### src/hdl/tsr_pkg.sv
// Shared types, codes and defaults for the TCP segment reassembly unit.
// No dependencies; every other file in hdl but tsr_ram imports this package.
package tsr_pkg;

  localparam int TABLE_DEPTH_DEF = 16;
  localparam int HANDLE_BITS_DEF = 8;

  // Input command codes.
  localparam logic [1:0] CMD_OPEN   = 2'd0;
  localparam logic [1:0] CMD_DATA   = 2'd1;
  localparam logic [1:0] CMD_FIN    = 2'd2;
  localparam logic [1:0] CMD_UNUSED = 2'd3;

  // Result kinds.
  localparam logic [3:0] KIND_DELIVER  = 4'd0;
  localparam logic [3:0] KIND_OLD_DROP = 4'd1;
  localparam logic [3:0] KIND_DUP_DROP = 4'd2;
  localparam logic [3:0] KIND_STORED   = 4'd3;
  localparam logic [3:0] KIND_CLOSED   = 4'd4;
  localparam logic [3:0] KIND_FULL     = 4'd5;
  localparam logic [3:0] KIND_EMPTY    = 4'd6;
  localparam logic [3:0] KIND_NOT_OPEN = 4'd7;
  localparam logic [3:0] KIND_FIN_IGN  = 4'd8;
  localparam logic [3:0] KIND_FIN_PEND = 4'd9;
  localparam logic [3:0] KIND_OPENED   = 4'd10;

  typedef struct packed {
    logic [1:0]  cmd;
    logic [31:0] seq;
    logic [15:0] length;
    logic [7:0]  buffer_handle;
  } in_item_t;

  typedef struct packed {
    logic [3:0]  kind;
    logic [7:0]  out_handle;
    logic [15:0] out_length;
    logic [31:0] out_seq;
    logic        size_mismatch;
    logic        last;
  } out_item_t;

  typedef enum logic [2:0] {
    ST_IDLE, ST_DECIDE, ST_RD, ST_CMP, ST_RESOLVE, ST_EMIT_LAST, ST_EMIT_MORE, ST_DRAIN
  } state_t;

  typedef enum logic [3:0] {
    OP_NONE, OP_LOAD, OP_OPEN, OP_RESULT, OP_FIN_CLOSE, OP_DELIVER_IN, OP_SCAN_SEQ,
    OP_SCAN_CMP, OP_STORE, OP_DRAIN, OP_DRAIN_CLOSE, OP_EMIT
  } dp_op_t;

  // Controller to datapath.
  typedef struct packed {
    dp_op_t     op;
    logic [3:0] kind;
    logic       last;
  } ctl_cmd_t;

  // Datapath to controller.
  typedef struct packed {
    logic [1:0] cmd;
    logic       open;
    logic       len_zero;
    logic       old;
    logic       at_exp;
    logic       cmp_hit;
    logic       idx_last;
    logic       hit;
    logic       hit_fin;
    logic       free_found;
    logic       out_free;
  } dp_status_t;

endpackage

### src/hdl/tsr_ram.sv
// Generic single-write, single-read RAM with a registered read port.
// Depends on nothing.
module tsr_ram #(
  parameter int WIDTH = 8,
  parameter int DEPTH = 16,
  localparam int AW = (DEPTH > 1) ? $clog2(DEPTH) : 1
) (
  input  logic             clk,
  input  logic             we,
  input  logic [AW-1:0]    waddr,
  input  logic [WIDTH-1:0] wdata,
  input  logic [AW-1:0]    raddr,
  output logic [WIDTH-1:0] rdata
);

  logic [WIDTH-1:0] mem [DEPTH];

  // Write port and registered read port.
  always_ff @(posedge clk) begin
    if (we) begin
      mem[waddr] <= wdata;
    end
    rdata <= mem[raddr];
  end

endmodule

### src/hdl/tsr_ctrl.sv
// Controller state machine of the reassembly unit.
// Depends on tsr_pkg; drives the datapath through ctl_cmd_t.
module tsr_ctrl
  import tsr_pkg::*;
(
  input  logic       clk,
  input  logic       rst_n,
  input  logic       in_valid,
  output logic       in_ready,
  input  dp_status_t sts,
  output ctl_cmd_t   ctl
);

  state_t state_r, state_nxt;
  logic   drain_r, drain_nxt;
  logic   inorder;

  // An in-order data segment starts a drain of cached entries.
  assign inorder = (sts.cmd == CMD_DATA) && sts.open && !sts.len_zero && !sts.old && sts.at_exp;

  always_ff @(posedge clk) begin
    if (!rst_n) begin
      state_r <= ST_IDLE;
      drain_r <= 1'b0;
    end else begin
      state_r <= state_nxt;
      drain_r <= drain_nxt;
    end
  end

  // Next state.
  always_comb begin
    state_nxt = state_r;
    drain_nxt = drain_r;
    unique case (state_r)
      ST_IDLE: begin
        if (in_valid) begin
          state_nxt = ST_DECIDE;
          drain_nxt = 1'b0;
        end
      end
      ST_DECIDE: begin
        if (sts.cmd == CMD_OPEN) begin
          state_nxt = ST_EMIT_LAST;
        end else if (sts.cmd == CMD_DATA) begin
          if (!sts.open || sts.len_zero || sts.old) begin
            state_nxt = ST_EMIT_LAST;
          end else begin
            state_nxt = ST_RD;
            drain_nxt = sts.at_exp;
          end
        end else if (sts.cmd == CMD_FIN) begin
          state_nxt = (!sts.open || sts.at_exp) ? ST_EMIT_LAST : ST_RD;
        end else begin
          state_nxt = ST_IDLE;
        end
      end
      ST_RD: state_nxt = ST_CMP;
      ST_CMP: state_nxt = (sts.cmp_hit || sts.idx_last) ? ST_RESOLVE : ST_RD;
      ST_RESOLVE: state_nxt = (drain_r && sts.hit) ? ST_EMIT_MORE : ST_EMIT_LAST;
      ST_EMIT_LAST: if (sts.out_free) state_nxt = ST_IDLE;
      ST_EMIT_MORE: if (sts.out_free) state_nxt = ST_DRAIN;
      ST_DRAIN: state_nxt = sts.hit_fin ? ST_EMIT_LAST : ST_RD;
      default: state_nxt = ST_IDLE;
    endcase
  end

  // Outputs: datapath command and input ready.
  always_comb begin
    ctl.op   = OP_NONE;
    ctl.kind = KIND_DELIVER;
    ctl.last = 1'b0;
    in_ready = 1'b0;
    unique case (state_r)
      ST_IDLE: begin
        in_ready = 1'b1;
        if (in_valid) ctl.op = OP_LOAD;
      end
      ST_DECIDE: begin
        if (sts.cmd == CMD_OPEN) begin
          ctl.op = OP_OPEN;
        end else if (!sts.open) begin
          if (sts.cmd != CMD_UNUSED) begin
            ctl.op   = OP_RESULT;
            ctl.kind = KIND_NOT_OPEN;
          end
        end else if (sts.cmd == CMD_DATA) begin
          if (sts.len_zero) begin
            ctl.op   = OP_RESULT;
            ctl.kind = KIND_EMPTY;
          end else if (sts.old) begin
            ctl.op   = OP_RESULT;
            ctl.kind = KIND_OLD_DROP;
          end else if (inorder) begin
            ctl.op   = OP_DELIVER_IN;
            ctl.kind = KIND_DELIVER;
          end else begin
            ctl.op = OP_SCAN_SEQ;
          end
        end else if (sts.cmd == CMD_FIN) begin
          if (sts.at_exp) begin
            ctl.op   = OP_FIN_CLOSE;
            ctl.kind = KIND_CLOSED;
          end else begin
            ctl.op = OP_SCAN_SEQ;
          end
        end
      end
      ST_RD: ctl.op = OP_NONE;
      ST_CMP: ctl.op = OP_SCAN_CMP;
      ST_RESOLVE: begin
        if (drain_r) begin
          ctl.op = OP_NONE;
        end else if (sts.hit) begin
          if (sts.cmd == CMD_DATA) begin
            ctl.op   = OP_RESULT;
            ctl.kind = KIND_DUP_DROP;
          end else if (sts.hit_fin) begin
            ctl.op   = OP_RESULT;
            ctl.kind = KIND_FIN_IGN;
          end else begin
            ctl.op   = OP_FIN_CLOSE;
            ctl.kind = KIND_CLOSED;
          end
        end else if (sts.free_found) begin
          ctl.op   = OP_STORE;
          ctl.kind = (sts.cmd == CMD_DATA) ? KIND_STORED : KIND_FIN_PEND;
        end else begin
          ctl.op   = OP_RESULT;
          ctl.kind = KIND_FULL;
        end
      end
      ST_EMIT_LAST: begin
        if (sts.out_free) begin
          ctl.op   = OP_EMIT;
          ctl.last = 1'b1;
        end
      end
      ST_EMIT_MORE: begin
        if (sts.out_free) ctl.op = OP_EMIT;
      end
      ST_DRAIN: ctl.op = sts.hit_fin ? OP_DRAIN_CLOSE : OP_DRAIN;
      default: ctl.op = OP_NONE;
    endcase
  end

endmodule

### src/hdl/tsr_dp.sv
// Datapath of the reassembly unit: request registers, stream state,
// entry table with valid bits, scan logic and output register.
// Depends on tsr_pkg and tsr_ram.
module tsr_dp
  import tsr_pkg::*;
#(
  parameter int TABLE_DEPTH = TABLE_DEPTH_DEF,
  parameter int HANDLE_BITS = HANDLE_BITS_DEF
) (
  input  logic       clk,
  input  logic       rst_n,
  input  in_item_t   in_data,
  input  ctl_cmd_t   ctl,
  output dp_status_t sts,
  output logic       out_valid,
  input  logic       out_ready,
  output out_item_t  out_data
);

  localparam int IW = (TABLE_DEPTH > 1) ? $clog2(TABLE_DEPTH) : 1;
  localparam int HW = (HANDLE_BITS < 8) ? HANDLE_BITS : 8;
  localparam int EW = 32 + 16 + HW;

  // Request registers.
  logic [1:0]    cmd_r;
  logic [31:0]   seq_r;
  logic [15:0]   len_r;
  logic [HW-1:0] h_r;

  // Stream and scan state.
  logic [31:0]          exp_r;
  logic                 open_r;
  logic [TABLE_DEPTH-1:0] valid_r;
  logic [31:0]          key_r;
  logic [IW-1:0]        idx_r;
  logic                 hit_r;
  logic [IW-1:0]        hit_idx_r;
  logic [31:0]          hit_seq_r;
  logic [15:0]          hit_len_r;
  logic [HW-1:0]        hit_h_r;
  logic                 free_found_r;
  logic [IW-1:0]        free_idx_r;
  out_item_t            res_r;
  logic                 out_valid_r;
  out_item_t            out_data_r;

  logic [EW-1:0] rdata, wdata;
  logic          we;
  logic [31:0]   rd_seq;
  logic [15:0]   rd_len;
  logic [HW-1:0] rd_h;
  logic          cmp_hit, idx_last, is_fin, scan_reset;
  logic [31:0]   adv_in, adv_hit, seq_diff;
  out_item_t     simple_res;

  tsr_ram #(.WIDTH(EW), .DEPTH(TABLE_DEPTH)) u_table (
    .clk  (clk),
    .we   (we),
    .waddr(free_idx_r),
    .wdata(wdata),
    .raddr(idx_r),
    .rdata(rdata)
  );

  assign rd_seq   = rdata[EW-1 -: 32];
  assign rd_len   = rdata[HW+15 : HW];
  assign rd_h     = rdata[HW-1:0];
  assign is_fin   = (cmd_r == CMD_FIN);
  assign cmp_hit  = valid_r[idx_r] && (rd_seq == key_r);
  assign idx_last = (idx_r == IW'(TABLE_DEPTH - 1));
  assign adv_in   = exp_r + 32'(len_r);
  assign adv_hit  = exp_r + 32'(hit_len_r);
  assign seq_diff = seq_r - exp_r;
  assign scan_reset = (ctl.op == OP_DELIVER_IN) || (ctl.op == OP_SCAN_SEQ) ||
                      (ctl.op == OP_DRAIN);

  // Table write: a stored segment or a FIN marker with zero length.
  assign we    = (ctl.op == OP_STORE);
  assign wdata = {seq_r, (is_fin ? 16'd0 : len_r), (is_fin ? {HW{1'b0}} : h_r)};

  // Result built from the request registers for single results.
  always_comb begin
    simple_res.kind = ctl.kind;
    if ((ctl.kind == KIND_CLOSED) || (ctl.kind == KIND_FIN_IGN) ||
        (ctl.kind == KIND_FIN_PEND) || (ctl.kind == KIND_OPENED)) begin
      simple_res.out_handle = 8'd0;
    end else begin
      simple_res.out_handle = 8'(h_r);
    end
    simple_res.out_length    = is_fin ? 16'd0 : len_r;
    simple_res.out_seq       = seq_r;
    simple_res.size_mismatch = (ctl.kind == KIND_DUP_DROP) && (hit_len_r != len_r);
    simple_res.last          = 1'b0;
  end

  // Status toward the controller.
  always_comb begin
    sts.cmd        = cmd_r;
    sts.open       = open_r;
    sts.len_zero   = (len_r == 16'd0);
    sts.old        = seq_diff[31];
    sts.at_exp     = (seq_r == exp_r);
    sts.cmp_hit    = cmp_hit;
    sts.idx_last   = idx_last;
    sts.hit        = hit_r;
    sts.hit_fin    = (hit_len_r == 16'd0);
    sts.free_found = free_found_r;
    sts.out_free   = !out_valid_r || out_ready;
  end

  // Control state: stream, valid bits, scan flags and output valid.
  always_ff @(posedge clk) begin
    if (!rst_n) begin
      exp_r        <= 32'd0;
      open_r       <= 1'b0;
      valid_r      <= '0;
      idx_r        <= '0;
      hit_r        <= 1'b0;
      free_found_r <= 1'b0;
      out_valid_r  <= 1'b0;
    end else begin
      if (scan_reset) begin
        idx_r        <= '0;
        hit_r        <= 1'b0;
        free_found_r <= 1'b0;
      end
      case (ctl.op)
        OP_OPEN: begin
          valid_r <= '0;
          exp_r   <= seq_r + 32'd1;
          open_r  <= 1'b1;
        end
        OP_FIN_CLOSE, OP_DRAIN_CLOSE: begin
          valid_r <= '0;
          open_r  <= 1'b0;
        end
        OP_DELIVER_IN: exp_r <= adv_in;
        OP_SCAN_CMP: begin
          if (cmp_hit) begin
            hit_r <= 1'b1;
          end else begin
            if (!valid_r[idx_r] && !free_found_r) free_found_r <= 1'b1;
            if (!idx_last) idx_r <= idx_r + IW'(1);
          end
        end
        OP_STORE: valid_r[free_idx_r] <= 1'b1;
        OP_DRAIN: begin
          exp_r              <= adv_hit;
          valid_r[hit_idx_r] <= 1'b0;
        end
        default: ;
      endcase
      if (ctl.op == OP_EMIT) begin
        out_valid_r <= 1'b1;
      end else if (out_ready) begin
        out_valid_r <= 1'b0;
      end
    end
  end

  // Payload registers.
  always_ff @(posedge clk) begin
    case (ctl.op)
      OP_LOAD: begin
        cmd_r <= in_data.cmd;
        seq_r <= in_data.seq;
        len_r <= in_data.length;
        h_r   <= in_data.buffer_handle[HW-1:0];
      end
      OP_OPEN: res_r <= {KIND_OPENED, 8'd0, 16'd0, seq_r + 32'd1, 1'b0, 1'b0};
      OP_RESULT, OP_FIN_CLOSE, OP_STORE: res_r <= simple_res;
      OP_DELIVER_IN: begin
        res_r <= simple_res;
        key_r <= adv_in;
      end
      OP_SCAN_SEQ: key_r <= seq_r;
      OP_SCAN_CMP: begin
        if (cmp_hit) begin
          hit_idx_r <= idx_r;
          hit_seq_r <= rd_seq;
          hit_len_r <= rd_len;
          hit_h_r   <= rd_h;
        end else if (!valid_r[idx_r] && !free_found_r) begin
          free_idx_r <= idx_r;
        end
      end
      OP_DRAIN: begin
        res_r <= {KIND_DELIVER, 8'(hit_h_r), hit_len_r, hit_seq_r, 1'b0, 1'b0};
        key_r <= adv_hit;
      end
      OP_DRAIN_CLOSE: res_r <= {KIND_CLOSED, 8'd0, 16'd0, exp_r, 1'b0, 1'b0};
      OP_EMIT: out_data_r <= {res_r[$bits(out_item_t)-1:1], ctl.last};
      default: ;
    endcase
  end

  assign out_valid = out_valid_r;
  assign out_data  = out_data_r;

`ifndef SYNTH
  // A close leaves an empty table and a closed stream.
  a_close_clears: assert property (@(posedge clk) disable iff (!rst_n)
    (ctl.op == OP_FIN_CLOSE || ctl.op == OP_DRAIN_CLOSE) |=> (valid_r == '0 && !open_r))
    else $error("close did not clear the table");

  // A result is never loaded over one that is still waiting.
  a_emit_free: assert property (@(posedge clk) disable iff (!rst_n)
    (ctl.op == OP_EMIT) |-> (!out_valid_r || out_ready))
    else $error("result overwritten in output register");

  // A store goes only to a free slot found by the scan.
  a_store_free: assert property (@(posedge clk) disable iff (!rst_n)
    (ctl.op == OP_STORE) |-> (free_found_r && !valid_r[free_idx_r]))
    else $error("store into an occupied slot");
`endif

endmodule

### src/hdl/tcp_segment_reassembly_unit.sv
// Top level of the TCP segment reassembly unit.
// Depends on tsr_pkg, tsr_ctrl and tsr_dp (which holds tsr_ram).
//
//   Channel  Ports                        Carries
//   in       in_valid/in_ready/in_data    one descriptor request (in_item_t)
//   out      out_valid/out_ready/out_data one result item (out_item_t)
//
// A request without a table scan passes IDLE, DECIDE and EMIT_LAST; one with a
// scan also reads (ST_RD) and compares (ST_CMP) table entries in turn and
// then resolves; a scan stops at the first match or after TABLE_DEPTH entries.
// Each drained entry adds the EMIT_MORE and DRAIN states and one more scan.
// The result register lets a new request be taken while the last result waits.
// Reset is synchronous on rst_n and clears the stream and the table at once.
module tcp_segment_reassembly_unit
  import tsr_pkg::*;
#(
  parameter int TABLE_DEPTH = TABLE_DEPTH_DEF,
  parameter int HANDLE_BITS = HANDLE_BITS_DEF
) (
  input  logic      clk,
  input  logic      rst_n,
  input  logic      in_valid,
  output logic      in_ready,
  input  in_item_t  in_data,
  output logic      out_valid,
  input  logic      out_ready,
  output out_item_t out_data
);

  ctl_cmd_t   ctl;
  dp_status_t sts;

  tsr_ctrl u_ctrl (
    .clk     (clk),
    .rst_n   (rst_n),
    .in_valid(in_valid),
    .in_ready(in_ready),
    .sts     (sts),
    .ctl     (ctl)
  );

  tsr_dp #(.TABLE_DEPTH(TABLE_DEPTH), .HANDLE_BITS(HANDLE_BITS)) u_dp (
    .clk      (clk),
    .rst_n    (rst_n),
    .in_data  (in_data),
    .ctl      (ctl),
    .sts      (sts),
    .out_valid(out_valid),
    .out_ready(out_ready),
    .out_data (out_data)
  );

endmodule

### config.mk
export PLATFORM = sky130hd
export DESIGN_NAME = tcp_segment_reassembly_unit
export DESIGN_NICKNAME = d
export VERILOG_FILES = /design/src/hdl/tsr_pkg.sv /design/src/hdl/tsr_ram.sv /design/src/hdl/tsr_ctrl.sv /design/src/hdl/tsr_dp.sv /design/src/hdl/tcp_segment_reassembly_unit.sv
export SDC_FILE = /design/constraint.sdc
export NUM_CORES = 2
export LEC_CHECK = 0
export ABC_AREA = 1
export BUFFER_PORTS_ARGS = -buffer_cell sky130_fd_sc_hd__buf_2
export CAP_MARGIN = 20
export CORE_MARGIN = 3
export CORE_UTILIZATION = 55
export CTS_CLUSTER_DIAMETER = 80
export DETAILED_ROUTE_END_ITERATION = 8
export PLACE_DENSITY = 0.76
export SLEW_MARGIN = 15
export SYNTH_ARGS = -nofsm -noshare
export SYNTH_HDL_FRONTEND = slang
export SYNTH_SLANG_ARGS = --single-unit
export TNS_END_PERCENT = 5
### constraint.sdc
create_clock -name clk -period 10.4 [get_ports clk]
set_clock_uncertainty 0.1 [all_clocks]
set_input_delay 2.08 -clock clk [delete_from_list [all_inputs] [get_ports clk]]
set_output_delay 2.08 -clock clk [all_outputs]
set_load 0.02 [all_outputs]
After elaboration in Yosys (flattened, before gate mapping):

Memory sizes are Yosys's and may differ from the RTL's. A register that Yosys moved wholly into a read port is not among the register bits.
Index checks and enable logic that the tools add are counted.
Widths: inputs -> output; s select.

* register bits after elaboration: 337
* logic and storage cells: 197
* output and inout port bits: 64
* memories kept: 1
* RAM bits: 896

* bitwise logic cells: 4
* equality and inequality tests: 36
* reduce and logical (&&, ||, !) cells: 45
* mux-type cells: 71
* $add $sub $neg: 5
* $lt $le $gt $ge: 5

Memories
* u_dp.u_table.mem: depth 16, width 56, rd ports 1, clocked after memory_dff 1, write ports 1, line tsr_ram.sv:16 `logic [WIDTH-1:0] mem [DEPTH];`

Operators with widths (count)
* $pmux 62 s4: 1
* $pmux 32 s3: 2
* $mux 8: 9
* $add 32x16->32: 2
* $eq 32x32->1: 2
* $pmux 16 s3: 1
* $mux 4: 10
* $mux 3: 11
* $add 32x1->32 const B: 1
* $eq 4x4->1 const B: 8
* $logic_not 16->1: 2
* $sub 32x32->32: 1
* $pmux 4 s7: 1
* $pmux 3 s8: 1
* $mux 1: 21
* $eq 4x3->1 const B: 5
* $and 16x16->16: 1
* $mux 16: 1
* $ne 16x16->1: 1
* $not 16->16: 1
* $or 16x16->16: 1
* $lt 4x5->1 const B: 3
* $mux 7: 2
* $eq 3x3->1 const B: 4
* 31 further kinds: 74

Depth between registers and ports, before layout:

* depth after elaboration: 19
* depth in mapped cells: 27

Hierarchy:

From an unflattened synthesis, not the netlist that was laid out.

* cell total of the unflattened synthesis: 5950
* area, all modules: 58841.4 um^2

By module, submodules not included
* tsr_ram: cells each 3690, area an instance 39705.6 um^2, times used 1
* tsr_dp: cells each 2126, area an instance 18407.7 um^2, times used 1
* tsr_ctrl: cells each 134, area an instance 728.2 um^2, times used 1

Least setup slack after synthesis:

No wires, ideal clock.

* kind: input port to flip-flop
* start: in out_ready
* end: reg u_dp.res_r[10] (netlist name), enable pin
* library setup time: 0.825 ns
* path slack: 2.149 ns
* path buffers: 1
* stages on the path: 10
* data required time: 9.475 ns
* arrival time: 7.326 ns
* cells stage by stage: nor2_1 -> nor2_1 -> nor3_1 -> nand2_2 -> inv_2 -> nand2_1 -> nand2_2 -> inv_4 -> buf_2 -> nand3_1

* cells in the longest elaborated chain, start to end: 6
* elaborated cells on any way between the ends: 12

Ends and longest elaborated chain
* start, declared: line tcp_segment_reassembly_unit.sv:26 `input logic out_ready,`
* $logic_or 1x1->1 (*): line tsr_dp.sv:108 `sts.out_free = !out_valid_r || out_ready;`
* $mux 4 (*): line tsr_ctrl.sv:134, tsr_ctrl.sv:140
* $pmux 4 s7 (*): line tsr_ctrl.sv:74 `unique case (state_r)`
* $eq 4x4->1 (tied with other cells): line tsr_dp.sv:163 `case (ctl.op)`
* $reduce_or 4->1 (no source line)
* $reduce_bool 4->1 (no source line) (*)
* end signal, assigned: line tsr_dp.sv:170 `OP_OPEN: res_r <= {KIND_OPENED, 8'd0, 16'd0, seq_r + 32'd1, 1'b0, 1'b0};`
* end signal, assigned: line tsr_dp.sv:171 `OP_RESULT, OP_FIN_CLOSE, OP_STORE: res_r <= simple_res;`
* end signal, assigned: line tsr_dp.sv:173 `res_r <= simple_res;`
* end, declared: line tsr_dp.sv:43 `out_item_t res_r;`

Mark *: on every way between the ends. The rest lies on a longest branch, timed or not.
A chain may end at the register's enable or synchronous reset.

Worst setup path in the final report:

* start: reg u_dp.idx_r[0]
* end: reg u_dp.hit_seq_r[0], enable pin

* cells in the longest elaborated chain, start to end: 4

Ends and longest elaborated chain
* start, declared: line tsr_dp.sv:35 `logic [IW-1:0] idx_r;`
* start signal, assigned: line tsr_dp.sv:143 `if (!idx_last) idx_r <= idx_r + IW'(1);`
* $bmux 1 s4: line tsr_dp.sv:69 `assign cmp_hit = valid_r[idx_r] && (rd_seq == key_r);`
* $mux 1 (implied by the code): line tsr_dp.sv:69
* $logic_and 1x1->1: line tsr_dp.sv:69
* $reduce_and 2->1 (no source line)
* end signal, assigned: line tsr_dp.sv:180 `hit_seq_r <= rd_seq;`
* end, declared: line tsr_dp.sv:38 `logic [31:0] hit_seq_r;`

Every way passes these cells. The select of a mux whose other input is x is not followed.

==> results.md <==
* Largest cells by area after synthesis: edfxtp_1 (66%), o21ai_0 (5.6%), nor2_1 (4.4%)
* CP max FO at 81
* I/O pin count at 126
* Post CTS Setup Buffer Count at 0
* Antenna-violating nets left at 0
* Yosys warning total at 0
* Worst R2R Path Depth at 9
* CTS Buf Count at 121
* Die Area at 0.102 mm2
* DRC at 0
* Via density at 6.28
* Most common cell after layout, fill and taps aside: edfxtp_1
* Endpoints failing setup at 0
* Total track usage at 0.286
* Post-DP Area at 0.0557 mm2
* Total grt overflow at 0
* Vias at 37100
* Setup CP Type: reg -> reg
* Port bufs at 125
* Rows at 114
* Avg Inst Size Synth at 12.1 um2
* # clock sinks at 1289
* Slew at the pin closest to its max-slew limit at 1130 ps
* HP Class: reg -> reg
* Post-synth EDFFs at 1173
* Post-synthesis mux area share at 0
* RSZ-0062 raised after global routing: no
* Clk Latency, worst-skew pair at 730 ps
* Combinational family with the most area after synthesis: compound AO/OA/AOI/OAI gates
* Die Span Y at 319 um
* Most frequent cells in the layout: edfxtp_1 (1173), nor2_1 (605), o21ai_0 (597)
* CTS Hold Bufs at 0
* Compound-cell area share of the yosys netlist at 0.121
* Synth area leader: edfxtp_1
* Largest net degree at the start of global routing at 179
* Total wire length at 149 mm
* Leak pwr at 20.7 nW
* Final hold vios at 0
* Post-Synth Simple-Gate Area at 0.111
* Layout cells sized above 1 at 0.102
* Post-CTS sizing at 0
* Total negative slack at 0 ps
* Yosys cell types at 55
* Post-route cell area at 0.0597 mm2
* CTS max path bufs at 3
* DPL Wire Length at 85.3 mm
* Initial Utilization at 0.555
* #FFs+latches synth at 1289
* Fin crit share at 0.486
* Drt wl/cell at 25.1 um
* Layout Nets at 4649
* Fin Hold WS at 306 ps
* Crit path DAT at 5290 ps
* Hold Crit Depth at 0
* Mapped Cells at 4449
* Worst rel slew slack at 0.244
* WP data required at 10640 ps
* Layout Area Growth over Synthesis at 11.1%
* Routability cong. at 0.979
* Starting DRT DRC Count at 5103
* Core area at 0.0969 mm2
* Post-synth top area share at 0.655
* Post-Synth XOR/XNOR Area at 0.0181
* First drt pass iteration count at 6
* Mapped cell area at 0.0538 mm2
* CTS Root Cell: clkbuf_16
* Post-synthesis adder-cell area fraction at 0.0159
* Clock Pin Slew Worst Setup and Hold Paths at 70 ps
* Die W at 319 um
* Synthesized Nets at 4578
* Sequential share of the synthesized area at 0.698
* Crit start category: register
* Main synth FF type: edfxtp_1
* Slew Limit Fails at 0
* Max-cap viol count at 0
* F_max at 0.198 GHz
* CTS tree: done
* Initial antenna violation count at 2
* VDD IR max at 150 uV
* Final worst path period need at 5050 ps
* Number of H-tree levels at 3
* # fillers at 7090
* Async SR Flop Fraction at 0
* Vias in the first global route at 35500
* Status: finished clean
* First-pass GRT wire length at 219 mm
* PwrDens at 194 mW/mm2
* CP Capture Type: register
==> flip-flops by register name, indices dropped and copies added (netlist names), 2 cells and up <==
| register | cells |
|---|---|
| u_dp.free_idx_r | 4 |
| u_dp.valid_r | 16 |
| u_dp.u_table.rdata | 56 |
| u_dp.cmd_r | 2 |
| u_dp.key_r | 32 |
| u_dp.hit_len_r | 16 |
| u_dp.hit_h_r | 8 |
| u_ctrl.state_r | 3 |
| u_dp.seq_r | 32 |
| u_dp.u_table.mem | 896 |
| u_dp.out_data | 62 |
| u_dp.res_r | 61 |
| u_dp.idx_r | 4 |
| u_dp.exp_r | 32 |
| u_dp.hit_idx_r | 4 |
| u_dp.len_r | 16 |
| u_dp.hit_seq_r | 32 |
| u_dp.h_r | 8 |
==> worst max-delay path: stages (launching register included) <==
cell and delay (ps):
dfxtp_4 720, buf_4 730, buf_4 760, o21ai_0 170
o211ai_1 200, nand3_1 130, nand2_1 160, nand2_1 140
nor2_4 720, buf_4 680
==> area by class of cell <==
| class | count | area [um2] | share of cell area |
|---|---|---|---|
| Inverter | 257 | 981 | 0.0164 |
| Timing Repair Buffer | 191 | 1170 | 0.0196 |
| Tap cell | 1276 | 1600 | 0.0267 |
| Sequential cell | 1289 | 37600 | 0.629 |
| Clock inverter | 72 | 643 | 0.0108 |
| Antenna cell | 2 | 5.00 | 0.0000838 |
| Clock buffer | 160 | 3310 | 0.0555 |
| Multi-Input combinational cell | 2660 | 14500 | 0.242 |
==> power breakdown <==
part | internal [mW] | switching (mW) | leakage (nW)
clock | 2.43 | 1.94 | 1.93
combinational | 0.296 | 0.738 | 7.14
sequential | 5.97 | 0.207 | 11.6
==> cell usage after synthesis (all sizes together), types with 31 or more instances <==
library cell,number
edfxtp,1173
nor2,637
o21ai,601
nand2,447
inv,256
clkbuf,205
nand3,188
o221ai,166
dfxtp,116
o211ai,112
a21oi,91
ha,65
xor2,63
o22ai,61
xnor2,48
nand3b,42
buf,38
nand4,37
nor3,31
==> per-stage QoR <==
stage | worst slack [ps] | power (mW) | util | cells
detailed placement | 4580 | 7.28 | 0.575 | 5668
global placement | 4720 | 7.25 | 0.575 | 5666
CTS | 5330 | 11.6 | 0.616 | 5900
floorplan | 2150 | 6.88 | - | 4449
finish | 5350 | 11.6 | 0.617 | 5907
global route | 5140 | 11.9 | 0.617 | 5906
==> cells by family after synthesis <==
family / count (synthesis)
simple gates: 1405
flops: 1289
compound gates: 1077
buf+inv: 500
xor+xnor: 111
fa+ha+maj: 67
==> metal layers <==
layer,share of wire,global-route usage,vias up,wire [um]
met5,0.000081,0,-,12
met4,0.038,0.116,2,5690
met3,0.11,0.0529,357,17000
met2,0.46,0.450,2277,68200
met1,0.39,0.396,18100,57600
li1,-,-,16400,-
==> path summary, 6_finish.rpt <==
kind                                from  slack (ps)                 to
setup reg to reg           u_dp.idx_r[0]        5350  u_dp.hit_seq_r[0]
hold / removal    u_dp.u_table.rdata[16]         310  u_dp.hit_len_r[8]
hold reg to reg   u_dp.u_table.rdata[16]         310  u_dp.hit_len_r[8]
setup / recovery           u_dp.idx_r[0]        5350  u_dp.hit_seq_r[0]
Note: power is estimated with default switching activity, not from simulation.
